**config.mk**
```make
export PLATFORM = sky130hd
export DESIGN_NAME = number_to_glyph_rows
export DESIGN_NICKNAME = d
export VERILOG_FILES = /design/src/ntg_pkg.sv /design/src/ntg_regs.sv /design/src/ntg_ctrl.sv /design/src/ntg_dpath.sv /design/src/number_to_glyph_rows.sv
export VERILOG_INCLUDE_DIRS = /design/src /design/src/src
export SDC_FILE = /design/constraint.sdc
export NUM_CORES = 1
export LEC_CHECK = 0
export ABC_AREA = 1
export BUFFER_PORTS_ARGS = -buffer_cell sky130_fd_sc_hd__buf_2
export CELL_PAD_IN_SITES_DETAIL_PLACEMENT = 0
export CELL_PAD_IN_SITES_GLOBAL_PLACEMENT = 1
export CORE_UTILIZATION = 35
export CTS_BUF_LIST = sky130_fd_sc_hd__clkbuf_2 sky130_fd_sc_hd__clkbuf_4 sky130_fd_sc_hd__clkbuf_8
export DETAILED_ROUTE_END_ITERATION = 10
export PLACE_DENSITY = 0.7
export SKIP_LAST_GASP = 1
export SLEW_MARGIN = 10
export SYNTH_ARGS = -nofsm -noshare
export SYNTH_HDL_FRONTEND = slang
export SYNTH_SLANG_ARGS = --single-unit
export TNS_END_PERCENT = 50
```
**constraint.sdc**
```tcl
create_clock -name aclk -period 8.9 [get_ports aclk]
set_input_delay 0.89 -clock aclk [delete_from_list [all_inputs] [get_ports aclk]]
set_output_delay 0.89 -clock aclk [all_outputs]
set_load 0.05 [all_outputs]
```
**src/number_to_glyph_rows_macros.svh**
```systemverilog
// Assertion macros shared by the number_to_glyph_rows modules.
`ifndef NUMBER_TO_GLYPH_ROWS_MACROS_SVH
`define NUMBER_TO_GLYPH_ROWS_MACROS_SVH

// Same-cycle implication, checked outside reset.
`define NTG_ASSERT_IMP(label, clk, rstn, ante, cons) \
    label: assert property (@(posedge clk) disable iff (!(rstn)) (ante) |-> (cons)) \
        else $error("ntg: same-cycle check failed");

// Next-cycle implication, checked outside reset.
`define NTG_ASSERT_NXT(label, clk, rstn, ante, cons) \
    label: assert property (@(posedge clk) disable iff (!(rstn)) (ante) |=> (cons)) \
        else $error("ntg: next-cycle check failed");

`endif

```
**src/ntg_pkg.sv**
```systemverilog
// Types, constants and helpers shared by the number_to_glyph_rows modules.
package ntg_pkg;

    localparam int NUM_W     = 63;
    localparam int BIT_CNT_W = 6;
    localparam int PIX_W     = 38;
    localparam int CNT_W     = 5;
    localparam int ROW_W     = 2;
    localparam int FONT_W    = 20;
    localparam int FONT_ROWS = 4;
    localparam int ADDR_W    = 4;

    localparam logic [FONT_W-1:0] FONT_RESET [FONT_ROWS] = '{
        20'd1044475, 20'd825263, 20'd752283, 20'd491259
    };

    typedef enum logic [1:0] {
        ST_IDLE,
        ST_CONVERT,
        ST_COUNT,
        ST_EMIT
    } ntg_state_t;

    typedef struct packed {
        logic             load;
        logic             shift;
        logic             count_en;
        logic             emit;
        logic [ROW_W-1:0] row;
        logic             last;
    } ntg_cmd_t;

    typedef struct packed {
        logic out_free;
    } ntg_sts_t;

    // Two cells of digit d in one font row; left cell in bit 0.
    function automatic logic [1:0] glyph_cells(input logic [FONT_W-1:0] row_bits,
                                               input logic [3:0] d);
        logic [FONT_W-1:0] sh;
        sh = row_bits >> {d, 1'b0};
        return sh[1:0];
    endfunction

endpackage

```
**src/ntg_regs.sv**
```systemverilog
// APB register file holding the four font rows.
module ntg_regs (
    input  logic                        aclk,
    input  logic                        aresetn,
    input  logic                        psel,
    input  logic                        penable,
    input  logic                        pwrite,
    input  logic [ntg_pkg::ADDR_W-1:0]  paddr,
    input  logic [31:0]                 pwdata,
    output logic [31:0]                 prdata,
    output logic                        pready,
    output logic [ntg_pkg::FONT_W-1:0]  font_rows [ntg_pkg::FONT_ROWS]
);

    logic [ntg_pkg::FONT_W-1:0] font_reg [ntg_pkg::FONT_ROWS];
    logic                       wr_en;
    logic [1:0]                 sel;

    assign pready = 1'b1;
    assign sel    = paddr[3:2];
    assign wr_en  = psel & penable & pwrite & pready;
    assign prdata = 32'(font_reg[sel]);

    always_ff @(posedge aclk) begin
        if (!aresetn) begin
            font_reg <= ntg_pkg::FONT_RESET;
        end else if (wr_en) begin
            font_reg[sel] <= pwdata[ntg_pkg::FONT_W-1:0];
        end
    end

    assign font_rows = font_reg;

endmodule

```
**src/ntg_ctrl.sv**
```systemverilog
// Sequencer: conversion bit counter, digit count step and row emission.
`include "number_to_glyph_rows_macros.svh"

module ntg_ctrl #(
    parameter int GLYPH_ROWS = 4
) (
    input  logic              aclk,
    input  logic              aresetn,
    input  logic              s_tvalid,
    output logic              s_tready,
    input  ntg_pkg::ntg_sts_t sts,
    output ntg_pkg::ntg_cmd_t cmd
);

    localparam logic [ntg_pkg::BIT_CNT_W-1:0] BIT_LAST = ntg_pkg::BIT_CNT_W'(ntg_pkg::NUM_W - 1);
    localparam logic [ntg_pkg::ROW_W-1:0]     ROW_LAST = ntg_pkg::ROW_W'(GLYPH_ROWS - 1);

    ntg_pkg::ntg_state_t             state_reg, state_next;
    logic [ntg_pkg::BIT_CNT_W-1:0]   bit_cnt_reg, bit_cnt_next;
    logic [ntg_pkg::ROW_W-1:0]       row_reg, row_next;
    logic                            in_accept;
    logic                            emit_go;

    assign s_tready  = (state_reg == ntg_pkg::ST_IDLE);
    assign in_accept = s_tvalid & s_tready;
    assign emit_go   = (state_reg == ntg_pkg::ST_EMIT) & sts.out_free;

    always_ff @(posedge aclk) begin
        if (!aresetn) begin
            state_reg   <= ntg_pkg::ST_IDLE;
            bit_cnt_reg <= '0;
            row_reg     <= '0;
        end else begin
            state_reg   <= state_next;
            bit_cnt_reg <= bit_cnt_next;
            row_reg     <= row_next;
        end
    end

    // next state
    always_comb begin
        state_next   = state_reg;
        bit_cnt_next = bit_cnt_reg;
        row_next     = row_reg;
        case (state_reg)
            ntg_pkg::ST_IDLE: begin
                if (in_accept) begin
                    state_next   = ntg_pkg::ST_CONVERT;
                    bit_cnt_next = '0;
                end
            end
            ntg_pkg::ST_CONVERT: begin
                bit_cnt_next = bit_cnt_reg + 1'b1;
                if (bit_cnt_reg == BIT_LAST) begin
                    state_next = ntg_pkg::ST_COUNT;
                end
            end
            ntg_pkg::ST_COUNT: begin
                state_next = ntg_pkg::ST_EMIT;
                row_next   = '0;
            end
            ntg_pkg::ST_EMIT: begin
                if (sts.out_free) begin
                    row_next = row_reg + 1'b1;
                    if (row_reg == ROW_LAST) begin
                        state_next = ntg_pkg::ST_IDLE;
                    end
                end
            end
            default: begin
                state_next = ntg_pkg::ST_IDLE;
            end
        endcase
    end

    // outputs
    always_comb begin
        cmd          = '0;
        cmd.load     = in_accept;
        cmd.shift    = (state_reg == ntg_pkg::ST_CONVERT);
        cmd.count_en = (state_reg == ntg_pkg::ST_COUNT);
        cmd.emit     = emit_go;
        cmd.row      = row_reg;
        cmd.last     = (row_reg == ROW_LAST);
    end

    `NTG_ASSERT_NXT(a_accept_starts_convert, aclk, aresetn,
                    in_accept, (state_reg == ntg_pkg::ST_CONVERT) && (bit_cnt_reg == '0))
    `NTG_ASSERT_NXT(a_last_row_frees_input, aclk, aresetn,
                    emit_go && (row_reg == ROW_LAST), s_tready)
    `NTG_ASSERT_IMP(a_count_after_full_convert, aclk, aresetn,
                    (state_reg == ntg_pkg::ST_COUNT), $past(bit_cnt_reg) == BIT_LAST)

endmodule

```
**src/ntg_dpath.sv**
```systemverilog
// Datapath: shift-add-3 decimal conversion, digit count and row rendering.
`include "number_to_glyph_rows_macros.svh"

module ntg_dpath #(
    parameter int MAX_DIGITS = 19
) (
    input  logic                        aclk,
    input  logic                        aresetn,
    input  logic [ntg_pkg::NUM_W-1:0]   in_number,
    input  logic [ntg_pkg::FONT_W-1:0]  font_rows [ntg_pkg::FONT_ROWS],
    input  ntg_pkg::ntg_cmd_t           cmd,
    output ntg_pkg::ntg_sts_t           sts,
    input  logic                        m_tready,
    output logic                        m_tvalid,
    output logic [ntg_pkg::ROW_W-1:0]   out_row,
    output logic [ntg_pkg::PIX_W-1:0]   out_pixels,
    output logic [ntg_pkg::CNT_W-1:0]   out_count,
    output logic                        out_last
);

    localparam int BCD_W = 4 * MAX_DIGITS;
    localparam int REV_W = 2 * MAX_DIGITS;
    localparam logic [ntg_pkg::CNT_W-1:0] MAX_C = ntg_pkg::CNT_W'(MAX_DIGITS);

    logic [ntg_pkg::NUM_W-1:0]  num_reg;
    logic [BCD_W-1:0]           bcd_reg;
    logic [BCD_W-1:0]           bcd_corr;
    logic                       ovf_reg;
    logic [ntg_pkg::CNT_W-1:0]  count_reg;
    logic [ntg_pkg::CNT_W-1:0]  count_next;
    logic [REV_W-1:0]           rev_pix;
    logic [ntg_pkg::FONT_W-1:0] row_font;
    logic [ntg_pkg::CNT_W:0]    shamt;
    logic [ntg_pkg::PIX_W-1:0]  pix_next;

    logic                       out_valid_reg;
    logic [ntg_pkg::ROW_W-1:0]  out_row_reg;
    logic [ntg_pkg::PIX_W-1:0]  out_pix_reg;
    logic [ntg_pkg::CNT_W-1:0]  out_cnt_reg;
    logic                       out_last_reg;

    // add 3 to every digit of 5 or more before the shift
    always_comb begin
        for (int k = 0; k < MAX_DIGITS; k++) begin
            bcd_corr[4*k +: 4] = (bcd_reg[4*k +: 4] >= 4'd5) ? bcd_reg[4*k +: 4] + 4'd3
                                                              : bcd_reg[4*k +: 4];
        end
    end

    // highest non-zero digit; a carry out of the top digit pins the count
    always_comb begin
        count_next = ntg_pkg::CNT_W'(1);
        for (int k = 0; k < MAX_DIGITS; k++) begin
            if (bcd_reg[4*k +: 4] != 4'd0) begin
                count_next = ntg_pkg::CNT_W'(k + 1);
            end
        end
        if (ovf_reg) begin
            count_next = MAX_C;
        end
    end

    always_ff @(posedge aclk) begin
        if (cmd.load) begin
            num_reg <= in_number;
            bcd_reg <= '0;
            ovf_reg <= 1'b0;
        end else if (cmd.shift) begin
            num_reg <= num_reg << 1;
            bcd_reg <= {bcd_corr[BCD_W-2:0], num_reg[ntg_pkg::NUM_W-1]};
            ovf_reg <= ovf_reg | bcd_corr[BCD_W-1];
        end
        if (cmd.count_en) begin
            count_reg <= count_next;
        end
    end

    // digits placed most significant first, then aligned to the digit count
    assign row_font = font_rows[cmd.row];
    always_comb begin
        for (int k = 0; k < MAX_DIGITS; k++) begin
            rev_pix[2*(MAX_DIGITS-1-k) +: 2] = ntg_pkg::glyph_cells(row_font,
                                                                    bcd_reg[4*k +: 4]);
        end
    end
    assign shamt    = {MAX_C - count_reg, 1'b0};
    assign pix_next = ntg_pkg::PIX_W'(rev_pix) >> shamt;

    always_ff @(posedge aclk) begin
        if (!aresetn) begin
            out_valid_reg <= 1'b0;
        end else if (cmd.emit) begin
            out_valid_reg <= 1'b1;
        end else if (m_tready) begin
            out_valid_reg <= 1'b0;
        end
    end

    always_ff @(posedge aclk) begin
        if (cmd.emit) begin
            out_row_reg  <= cmd.row;
            out_pix_reg  <= pix_next;
            out_cnt_reg  <= count_reg;
            out_last_reg <= cmd.last;
        end
    end

    assign sts.out_free = ~out_valid_reg | m_tready;
    assign m_tvalid     = out_valid_reg;
    assign out_row      = out_row_reg;
    assign out_pixels   = out_pix_reg;
    assign out_count    = out_cnt_reg;
    assign out_last     = out_last_reg;

    `NTG_ASSERT_NXT(a_count_in_range, aclk, aresetn,
                    cmd.count_en, (count_reg != '0) && (count_reg <= MAX_C))
    `NTG_ASSERT_IMP(a_emit_only_when_free, aclk, aresetn,
                    cmd.emit, sts.out_free)

endmodule

```
**src/number_to_glyph_rows.sv**
```systemverilog
// Top level of number_to_glyph_rows: renders a number as rows of 2x4 digit glyphs.
//
// Input channel s_*: one request carries a 63-bit unsigned number in s_tdata.
// Output channel m_*: four requests per number, one per glyph row, top row
// first. m_tuser is the row index, m_tlast marks the final row, m_tdata holds
// the row's pixel mask (bit 2j+c, digit j from the left, cell c) and the count
// of decimal digits. Font rows are set through the APB port at 0x0..0xC and
// must only be written while the block is idle.
// Sequence: the number is taken, converted to decimal by a shift-add-3 loop
// (one input bit per cycle), the digit count is found in its own state, then
// one row is loaded into the output register per cycle while that register
// is free. The input is taken again once the last row is in the output
// register, so the next conversion runs while that row still waits.
// Stalls on m_tready hold the output register and pause row emission.
// Reset (aresetn low, synchronous) empties the output and loads the default
// font.
module number_to_glyph_rows #(
    parameter int MAX_DIGITS = 19,
    parameter int GLYPH_ROWS = 4
) (
    input  logic                        aclk,
    input  logic                        aresetn,
    input  logic                        s_tvalid,
    output logic                        s_tready,
    input  logic [63:0]                 s_tdata,   // [62:0] number
    output logic                        m_tvalid,
    input  logic                        m_tready,
    output logic [47:0]                 m_tdata,   // [37:0] row_pixels, [42:38] digit_count
    output logic [ntg_pkg::ROW_W-1:0]   m_tuser,   // row_index
    output logic                        m_tlast,
    input  logic                        psel,
    input  logic                        penable,
    input  logic                        pwrite,
    input  logic [ntg_pkg::ADDR_W-1:0]  paddr,
    input  logic [31:0]                 pwdata,
    output logic [31:0]                 prdata,
    output logic                        pready
);

    logic [ntg_pkg::FONT_W-1:0] font_rows [ntg_pkg::FONT_ROWS];
    ntg_pkg::ntg_cmd_t          cmd;
    ntg_pkg::ntg_sts_t          sts;
    logic [ntg_pkg::PIX_W-1:0]  out_pixels;
    logic [ntg_pkg::CNT_W-1:0]  out_count;

    ntg_regs u_regs (
        .aclk      (aclk),
        .aresetn   (aresetn),
        .psel      (psel),
        .penable   (penable),
        .pwrite    (pwrite),
        .paddr     (paddr),
        .pwdata    (pwdata),
        .prdata    (prdata),
        .pready    (pready),
        .font_rows (font_rows)
    );

    ntg_ctrl #(
        .GLYPH_ROWS (GLYPH_ROWS)
    ) u_ctrl (
        .aclk     (aclk),
        .aresetn  (aresetn),
        .s_tvalid (s_tvalid),
        .s_tready (s_tready),
        .sts      (sts),
        .cmd      (cmd)
    );

    ntg_dpath #(
        .MAX_DIGITS (MAX_DIGITS)
    ) u_dpath (
        .aclk       (aclk),
        .aresetn    (aresetn),
        .in_number  (s_tdata[ntg_pkg::NUM_W-1:0]),
        .font_rows  (font_rows),
        .cmd        (cmd),
        .sts        (sts),
        .m_tready   (m_tready),
        .m_tvalid   (m_tvalid),
        .out_row    (m_tuser),
        .out_pixels (out_pixels),
        .out_count  (out_count),
        .out_last   (m_tlast)
    );

    assign m_tdata = {5'd0, out_count, out_pixels};

endmodule

```
* After elaboration in Yosys (flattened, before gate mapping) *
Cells that the tools add are included.

storage, ports and cells
  bits in writable memories = 0
  bits of input ports = 107
  register bits after elaboration = 282
  latch bits = 0
  word-level logic and storage cells = 188
  output and inout port bits = 86
  memories kept = 0
  bits in read-only memories = 0

cells by class
  equality and inequality tests = 9
  bitwise gates (word level) = 9
  mux-type cells = 58
  shifts and indexed selects = 20
  multiply operators = 0
  divide/modulo/power cells = 0
  add/subtract/negate cells = 22
  reduce and logical (&&, ||, !) cells = 30
  order comparisons = 22

operators with widths
  operator                                                                             number
  20-bit by 5-bit >> shifter with 2-bit output                                         19
  63-bit two-way mux                                                                   2
  4-bit two-way mux                                                                    27
  20-bit two-way mux                                                                   5
  20-bit binary-select mux with 2-bit select                                           2
  80-bit bitwise mux                                                                   1
  4-bit by 2-bit adder with 4-bit output, second input constant                        19
  4-bit by 3-bit greater-or-equal comparator with 1-bit output, second input constant  19
  4-bit nonzero test                                                                   18
  20-bit demux with 2-bit select                                                       1
  38-bit by 6-bit >> shifter with 38-bit output                                        1
  2-bit two-way mux                                                                    9
  3-bit two-way mux                                                                    4
  6-bit case mux with 2 select lines                                                   1
  2-bit case mux with 4 select lines                                                   1
  2-bit nonzero test                                                                   4
  6-bit by 1-bit adder with 6-bit output, second input constant                        1
  2-bit == test, second input constant                                                 3
  6-bit == test, second input constant                                                 1
  3-bit greater-or-equal comparator, second input constant                             2
  6-bit two-way mux                                                                    1
  2-bit by 1-bit != test with 1-bit output, second input constant                      3
  2-bit NOT with 3-bit output                                                          2
  5-bit OR reduction                                                                   1
  other kinds (16)                                                                     23

* Logic depth before layout (Yosys ltp) *
Gate-level depths: netlist of run 1.

  word-level depth = 18
  depth in mapped cells = 21
  depth with buffers taken out = 17

* Cells and area by module *
Synthesis of run 1 repeated with hierarchy kept, for this count alone.

second synthesis, totals
  cells, all modules = 2929
  area, all modules = 19525.0 um^2

modules (own cells, without submodules)
  module                cells each  sequential area each (um^2)  times used  area each (um^2)
  ntg_dpath             2315        4984.8                       1           15327.2
  ntg_regs              523         1601.5                       1           3514.6
  ntg_ctrl              85          200.2                        1           641.9
  number_to_glyph_rows  6           0.0                          1           41.3

* Worst setup path after synthesis of run 1 *
No wires, ideal clock.

  kind = flip-flop to flip-flop
  start point = register u_ctrl.state_reg[0]
  end point = register u_dpath.num_reg[0] (netlist name), enable pin
  stages on the path, launching flop included = 6
  library setup time = 452 ps
  period minus slack after synthesis = 3722 ps
  buffers on the path = 1
  path slack = 5178 ps
  required time = 8448 ps
  arrival = 3270 ps
  cells stage by stage = dfxtp_1 -> inv_1 -> ha_1 -> nand2_1 -> nand2_1 -> buf_1

between the ends
  word-level cells in the longest chain between the ends = 3
  elaborated cells on any way between the ends = 4
  those cells by class = 1 x eq/ne; 1 x bitwise; 2 x reduce/logical

ends and longest elaborated chain
  element                       RTL line                    text
  start: declaration            ntg_ctrl.sv:18              ntg_pkg::ntg_state_t state_reg, state_next;
  start signal: assignment      ntg_ctrl.sv:30              state_reg <= ntg_pkg::ST_IDLE;
  start signal: assignment      ntg_ctrl.sv:34              state_reg <= state_next;
  2-bit logical NOT             ntg_ctrl.sv:24              assign s_tready = (state_reg == ntg_pkg::ST_IDLE);
  named net s_tready            number_to_glyph_rows.sv:24  output logic s_tready,
  1-bit bitwise AND             ntg_ctrl.sv:25              assign in_accept = s_tvalid & s_tready;
  2-bit nonzero test (no line)  n/a
  end signal: assignment        ntg_dpath.sv:65             num_reg <= in_number;
  end signal: assignment        ntg_dpath.sv:69             num_reg <= num_reg << 1;
  end: declaration              ntg_dpath.sv:25             logic [ntg_pkg::NUM_W-1:0] num_reg;

The timed path passes the listed nets, and every way through them passes these cells.
A chain may end at the register's enable or synchronous reset.

* Worst setup path in the final report of run 1 *
  start point = register u_ctrl.row_reg[0] (netlist name)
  end point = register u_dpath.out_pix_reg (netlist bit u_dpath.out_pixels[9]), data pin

between the ends
  word-level cells in the longest chain between the ends = 6
  elaborated cells on any way between the ends = 24
  those cells by class = 20 x shift; 3 x mux; 1 x bitwise

ends and longest elaborated chain
  element                                                    RTL line          text
  start: declaration                                         ntg_ctrl.sv:20    logic [ntg_pkg::ROW_W-1:0] row_reg, row_next;
  start signal: assignment                                   ntg_ctrl.sv:36    row_reg <= row_next;
  2-bit NOT with 3-bit output (implied by the code) (*)      ntg_dpath.sv:79   assign row_font = font_rows[cmd.row];
  20-bit binary-select mux with 2-bit select (*)             ntg_dpath.sv:79
  20-bit two-way mux (implied by the code) (*) (2 in a row)  ntg_dpath.sv:79
  20-bit by 5-bit >> shifter with 2-bit output               ntg_pkg.sv:41     sh = row_bits >> {d, 1'b0};
  38-bit by 6-bit >> shifter with 38-bit output (*)          ntg_dpath.sv:87   assign pix_next = ntg_pkg::PIX_W'(rev_pix) >> shamt;
  end signal: assignment                                     ntg_dpath.sv:102  out_pix_reg <= pix_next;
  end: declaration                                           ntg_dpath.sv:38   logic [ntg_pkg::PIX_W-1:0] out_pix_reg;

Mark *: on every way between the ends. The rest lies on a longest branch, timed or not. The select of a mux whose other input is x is not followed.

==> results of run 1 <==
==> power by group through the flow <==
stage,combinational (W),clock (W),sequential (W)
after floorplan,0.00161,0,0.00194
after global placement,0.00244,0,0.00186
after detailed placement,0.00246,0,0.00187
after CTS,0.00247,0.00157,0.00185
after global routing,0.00273,0.00162,0.00187
final,0.00249,0.00153,0.00185
==> area by class of cell <==
cell class | instances | area share
diodes | 2 | 0.000236
clock buffers | 83 | 0.0486
clock inverters | 21 | 0.0120
inverters | 214 | 0.0380
multi-input cells | 2186 | 0.496
flip-flops and latches | 282 | 0.320
well taps | 688 | 0.0406
repair buffers | 179 | 0.0446
==> worst max-delay path by stage <==
stage	startpoint	endpoint	slack [ns]	cells past startpoint
3_5_place_dp	u_ctrl.row_reg[0]$_SDFFE_PN0P_	u_dpath.out_pixels[9]$_SDFFCE_PP0P_	4.81	14
3_3_place_gp	u_ctrl.row_reg[0]$_SDFFE_PN0P_	u_dpath.out_pixels[9]$_SDFFCE_PP0P_	4.85	14
6_report	u_ctrl.row_reg[0]$_SDFFE_PN0P_	u_dpath.out_pixels[9]$_SDFFCE_PP0P_	4.70	14
5_1_grt	u_ctrl.row_reg[0]$_SDFFE_PN0P_	u_dpath.out_pixels[5]$_DFFE_PP_	4.44	14
4_1_cts	u_ctrl.row_reg[0]$_SDFFE_PN0P_	u_dpath.out_pixels[9]$_SDFFCE_PP0P_	4.79	14
2_1_floorplan	u_ctrl.state_reg[0]$_SDFFE_PN0P_	u_dpath.num_reg[0]$_SDFFCE_PN0P_	5.18	5
==> synth_stat cells (8+ instances only) <==
| cell type | count | area, um2 |
|---|---|---|
| xor2_1 | 15 | 131 |
| nor2_1 | 122 | 458 |
| o211ai_1 | 14 | 105 |
| a31oi_1 | 20 | 125 |
| a21oi_1 | 85 | 425 |
| o2bb2ai_1 | 11 | 96.3 |
| o22ai_1 | 14 | 87.6 |
| clkinv_1 | 12 | 45.0 |
| nand3_1 | 453 | 2270 |
| nand2_4 | 8 | 90.1 |
| ha_1 | 47 | 588 |
| nor3_1 | 44 | 220 |
| inv_2 | 8 | 30.0 |
| buf_6 | 20 | 225 |
| clkbuf_1 | 97 | 364 |
| edfxtp_1 | 114 | 3420 |
| nand3_2 | 17 | 170 |
| o211ai_2 | 9 | 113 |
| buf_1 | 14 | 52.6 |
| o32ai_1 | 9 | 78.8 |
| o21ai_0 | 104 | 521 |
| nand2_2 | 8 | 50.1 |
| buf_4 | 21 | 158 |
| dfxtp_1 | 168 | 3360 |
| nand4_1 | 67 | 419 |
| buf_2 | 23 | 115 |
| o21ai_1 | 32 | 160 |
| or2_2 | 9 | 56.3 |
| nand2_1 | 1028 | 3860 |
| inv_1 | 193 | 724 |
| a22oi_1 | 30 | 225 |
==> cell usage in the layout, fill, tap and decap left out, types with 2 or more instances in the layout <==
| cell | Yosys | routed |
|---|---|---|
| bufinv_16 | 0 | 5 |
| xor2_1 | 15 | 15 |
| clkinv_2 | 0 | 12 |
| dfxtp_1 | 168 | 168 |
| nor4_1 | 2 | 2 |
| clkbuf_4 | 0 | 18 |
| diode_2 | 0 | 2 |
| nor2_1 | 122 | 121 |
| clkinv_1 | 12 | 13 |
| nand3_1 | 453 | 453 |
| o211ai_2 | 9 | 9 |
| or2_2 | 9 | 9 |
| and2_1 | 2 | 2 |
| o21ai_0 | 104 | 104 |
| ha_1 | 47 | 46 |
| o211ai_1 | 14 | 14 |
| clkbuf_8 | 0 | 65 |
| nand4_1 | 67 | 67 |
| a22oi_1 | 30 | 30 |
| a31oi_1 | 20 | 20 |
| o2bb2ai_1 | 11 | 11 |
| nand2_4 | 8 | 9 |
| o32ai_1 | 9 | 9 |
| o22ai_1 | 14 | 14 |
| o21ai_1 | 32 | 32 |
| inv_2 | 8 | 8 |
| nand2_1 | 1028 | 1026 |
| a211oi_1 | 5 | 5 |
| conb_1 | 2 | 18 |
| edfxtp_1 | 114 | 114 |
| nand3_2 | 17 | 17 |
| buf_2 | 23 | 159 |
| nand2_2 | 8 | 9 |
| o31ai_1 | 3 | 3 |
| a21oi_1 | 85 | 85 |
| buf_4 | 21 | 20 |
| inv_1 | 193 | 193 |
| nor3_1 | 44 | 44 |
==> logic make-up after synthesis <==
kind of cell               Yosys count
AOI/OAI and AO/OA                  340
xor gates and xnor gates            15
other                                2
DFF                                282
adders and majority gates           47
buffers and inverters              392
and+or+nand+nor                   1766
==> routing by layer <==
layer / vias up / part of all wire / global-route usage
li1: 9621 / - / -
met4: 6 / 0.035 / 0.0981
met1: 9383 / 0.44 / 0.343
met5: - / 0.00049 / 0
met3: 156 / 0.080 / 0.0456
met2: 803 / 0.44 / 0.392
==> per-stage QoR <==
stage | total power [W] | area [um2] | util | cells
global placement | 0.00430 | 19900 | 0.375 | 3549
CTS | 0.00589 | 21200 | 0.399 | 3653
global route | 0.00623 | 21200 | 0.399 | 3654
finish | 0.00587 | 21200 | 0.399 | 3655
floorplan | 0.00356 | 19000 | - | 2860
detailed placement | 0.00433 | 19900 | 0.375 | 3549
==> worst reg2reg max path, stage by stage (launching register included) <==
cell	delay [ns]
dfxtp_1	0.31
buf_4	0.47
inv_4	0.37
nand2_1	0.13
nand3_1	0.07
nand2_1	0.64
clkinv_1	0.78
nand2_1	0.22
nand3_1	0.10
nand2_1	0.09
nand4_1	0.17
nand3_1	0.13
nand2_1	0.11
o21ai_1	0.25
o21ai_1	0.10
==> results.yml, run 1 <==
outcome:
  status: "complete, no violations"
detailed_routing:
  vias: 19969
  initialDrtViolationCount: 2298
  viasPerCell: 5.46
  drt-pass1-iter-count: 6
  routed_wl_um: 71200
  avgRoutedWirePerCell_um: 19.5
  ant_nets: 0
  drc: 0
global_route:
  grt_max_degree: 85
  first_global_vias: 18596
  grt_pass1_wl_um: 109000
  antenna_found_initial: 5
  grt_overflow_total: 0
  grt_util_all_layers: 0.251
hold_path:
  hold_path.class: "input port to register"
  hold_start: "pwdata[0]"
  min_path_cells: 3
  min_to: "u_regs.font_rows[60]$_SDFFE_PN1P_"
timing:
  setup_viol: 0
  fin_setup_tns_ns: 0
  max_clock_freq_mhz: 238
  period_needed_ns: 4.20
  maxSlewViolCount: 0
  hold_violations: 0
  worstMarginPinSlew_ns: 1.17
  holdWs_ns: 0.463
  setup_ws_ns: 4.70
  rsz0062_at_grt: "no"
  skew_ns: 0.0433
  final.period_utilization: 0.471
  relSlewSlack: 0.221
yosys:
  synth-adder-area-share: 0.0310
  synthSimpleGateAreaFrac: 0.404
  ys_types: 50
  syn_area_per_cell_um2: 6.67
  synth_mux_area_frac: 0
  ys.flop_type: "dfxtp_1"
  synth_top_family_by_area: "simple AND/OR/NAND/NOR gates"
  synth_compound_area_frac: 0.107
  netlist_instances: 2844
  yosys_register_bits: 282
  ys.warnings.count: 0
  netlist_area_um2: 19000
  synth_xor_area_frac: 0.00692
  synth_edf_count: 114
  postSynth.asyncResetShare: 0
  synth_seq_area_share: 0.358
setup_path:
  cpPeakStageDelay_ns: 0.78
  crit_type: "register to register"
  path_common_cell: "nand2_1"
  critPathLaunchType: "register"
  crit_fanout: 46
  slowest_stage: "clkinv_1"
  endpoint_kind: "register"
  rrSetupSlack_ns: 4.70
  cp_top_family: "simple AND/OR/NAND/NOR gates"
  crit_arrival_ns: 4.61
  reg2reg_to: "u_dpath.out_pixels[9]$_SDFFCE_PP0P_"
  required_ns: 9.31
  critPathBufInv: 3
  reg2reg_depth: 14
  r2r_start: "u_ctrl.row_reg[0]$_SDFFE_PN0P_"
  cp_cell_sequence: "buf_4, inv_4, nand2_1, nand3_1, nand2_1, clkinv_1, nand2_1, nand3_1, nand2_1, nand4_1, nand3_1, nand2_1, o21ai_1, o21ai_1"
placement:
  routabilityCongestion: 0.892
  numPortBuffers: 159
  hpwl_um: 44800
  place_ws_ns: 4.81
clock_network:
  path_clk_slew_ns: 0.06
  insertion_delay_ns: 0.70
  root_buffer: "clkbuf_8"
  htree_levels: 2
  cts_hold_buf: 0
  cts_made_buffers: 55
  postCtsSetupBuffers: 0
  clockBufferDepth: 3
  cts_resized: 0
  clock-sinks: 282
  cts_tree: "done"
die:
  core_um2: 53100
  die-area_um2: 55200
  fp-row-count: 84
  ios: 193
  initial_core_util: 0.358
  fp.dieW_um: 235
  die_h_um: 235
run:
  cap_violations: 0
pwr:
  p_int_w: 0.00322
  pwr-share-seq: 0.315
  p_leak_nw: 9.30
  p_switching_w: 0.00265
  power_frac_clock: 0.261
  combPwrFrac: 0.424
  power.density_nw_per_um2: 277
  swShare: 0.451
  peakVddDrop_uv: 277
final_layout:
  areaGrowthSynthToFinish_pct: 11.7
  fill_cells: 5675
  drive_gt1_frac: 0.118
  regArea_um2: 6790
  multiInputGateArea_um2: 10500
  largest_reg_flops: 80
  num-nets-final: 3072
(Power assumes the default switching activity.)
==> run 2, diff against run 1 <==
PLACE_DENSITY = 0.73   (was 0.7)
clock period = 3.7 ns   (was 8.9 ns; I/O delays follow)
==> run 2 against run 1 <==
Compared with the run above:
- total power up 140%
- highest routed layer is now met4
- routed wire length increased by 2.4%
- global-route usage increased by 0.44 points
- register-to-register slack lost 4.3 ns
- die area is the same
- largest power group unchanged
- worst setup slack lost 4.3 ns
- core utilization up 1.4 points
- non-clock buffer count grew 95
- sequential cell count unchanged
- count of clock-buffer cells in the layout shrank 6
==> results.yml, run 2 (synthesis results as in run 1) <==
outcome:
  status: "complete, no violations"
timing:
  maxSlewViolCount: 0
  max_clock_freq_mhz: 303
  period_needed_ns: 3.30
  fin_setup_tns_ns: 0
  hold_violations: 0
  worstMarginPinSlew_ns: 1.22
  rsz0062_at_grt: "no"
  relSlewSlack: 0.183
  final.period_utilization: 0.891
  skew_ns: 0.0366
  setup_viol: 0
placement:
  dpl_cell_area_um2: 20000
  hpwl_um: 45500
  routabilityCongestion: 0.928
  numPortBuffers: 159
detailed_routing:
  drt-pass1-iter-count: 6
  drc: 0
  initialDrtViolationCount: 1933
  viasPerCell: 5.48
  vias: 20508
  routed_wl_um: 72900
  ant_nets: 0
  avgRoutedWirePerCell_um: 19.5
final_layout:
  final_common_cell: "nand2_1"
  postLayoutCellArea_um2: 21900
  drive_gt1_frac: 0.114
  num-nets-final: 3165
  areaGrowthSynthToFinish_pct: 15.6
  final_cell_mix: "nand2_1 (1026), nand3_1 (453), inv_1 (193)"
  largest_reg_flops: 80
setup_path:
  cp-endpoint: "u_dpath.out_pixels[9]$_SDFFCE_PP0P_"
  cp_cell_sequence: "inv_4, nand2_1, nand3_1, and2_1, nand2_1, o211ai_1, nand2_1, nand4_1, nand3_1, nand3_1, nand3_1, o21ai_1"
  crit_arrival_ns: 3.81
  rrSetupSlack_ns: 0.40
  cp_top_family: "simple AND/OR/NAND/NOR gates"
  path_common_cell: "nand3_1"
  slowest_stage: "and2_1"
  reg2reg_to: "u_dpath.out_pixels[9]$_SDFFCE_PP0P_"
  cpPeakStageDelay_ns: 0.97
  critPathLaunchType: "register"
  path_depth: 12
  critPathBufInv: 1
  r2r_start: "u_ctrl.row_reg[0]$_SDFFE_PN0P_"
  crit_fanout: 39
  endpoint_kind: "register"
  crit_type: "register to register"
  reg2reg_depth: 12
  required_ns: 4.21
  cp-startpoint: "u_ctrl.row_reg[0]$_SDFFE_PN0P_"
clock_network:
  htree_levels: 2
  path_clk_slew_ns: 0.06
  insertion_delay_ns: 0.67
  root_buffer: "clkbuf_8"
  postCtsSetupBuffers: 0
  cts_tree: "done"
  clockBufferDepth: 3
  clock-sinks: 282
  cts_made_buffers: 53
pwr:
  p_leak_nw: 9.61
  peakVddDrop_uv: 383
  power.density_nw_per_um2: 631
global_route:
  grt_max_degree: 90
  grt_util_all_layers: 0.256
  grt_overflow_total: 0
  first_global_vias: 19000
  grt_pass1_wl_um: 110000
  antenna_found_initial: 4
die:
  initial_core_util: 0.358
  core_um2: 53100
  die-area_um2: 55200
  ios: 193
  die_h_um: 235
  fp-row-count: 84
  fp.dieW_um: 235
run:
  cap_violations: 0
hold_path:
  hold_path.class: "input port to register"
-- run 2: final cells by class --
cell class,count,area (um2)
well taps,688,861
fillers,5556,31100
clock inverters,18,153
diodes,4,10.0
flip-flops and latches,282,6790
clock buffers,77,922
inverters,214,806
repair buffers,274,1890
multi-input cells,2186,10500
-- run 2: per-layer routing --
| metal | up-vias | global-route usage | part of all wire |
|---|---|---|---|
| met2 | 909 | 0.408 | 0.45 |
| met3 | 178 | 0.0416 | 0.084 |
| met1 | 9619 | 0.339 | 0.43 |
| met4 | 0 | 0.117 | 0.041 |
| li1 | 9802 | - | - |
| met5 | - | 0 | 0 |
-- run 2: report_power, final --
group / internal (W) / total [W] / switching, W
logic: 0.00155 / 0.00619 / 0.00464
registers: 0.00417 / 0.00443 / 0.000263
clock network: 0.00174 / 0.00321 / 0.00146
-- run 2: how the worst min path moves through the flow --
stage,from,endpoint,depth (start not counted)
2_1_floorplan,u_dpath.num_reg[62]$_DFFE_PP_,u_dpath.bcd_reg[0]$_SDFFE_PP0P_,2
3_3_place_gp,u_dpath.ovf_reg$_SDFFE_PP0P_,u_dpath.ovf_reg$_SDFFE_PP0P_,2
3_5_place_dp,u_dpath.ovf_reg$_SDFFE_PP0P_,u_dpath.ovf_reg$_SDFFE_PP0P_,2
4_1_cts,m_tready,u_dpath.m_tvalid$_SDFFE_PN0P_,4
5_1_grt,m_tready,u_dpath.m_tvalid$_SDFFE_PN0P_,4
6_report,m_tready,u_dpath.m_tvalid$_SDFFE_PN0P_,4
-- run 2: what timing repair did --
item	4_1_cts	5_1_grt
hold buffers	82	0
gates resized for setup	0	0
hold endpoints to repair	134	0
-- run 2: through the flow --
step / util / setup WS (ns) / instances / total power (W) / hold slack [ns]
floorplan: - / 0.0520 / 2860 / 0.00856 / 0.422
global placement: 0.377 / 0.581 / 3562 / 0.0104 / 0.449
detailed placement: 0.377 / 0.591 / 3562 / 0.0105 / 0.454
CTS: 0.413 / 0.574 / 3739 / 0.0138 / 0.00707
global route: 0.413 / 0.259 / 3743 / 0.0146 / 0.0544
finish: 0.413 / 0.404 / 3743 / 0.0138 / 0.0556
-- run 2: worst min-delay path, stage by stage --
cell	delay [ns]
buf_2	0.07
nor2_1	0.06
inv_1	0.07
a21oi_1	0.07
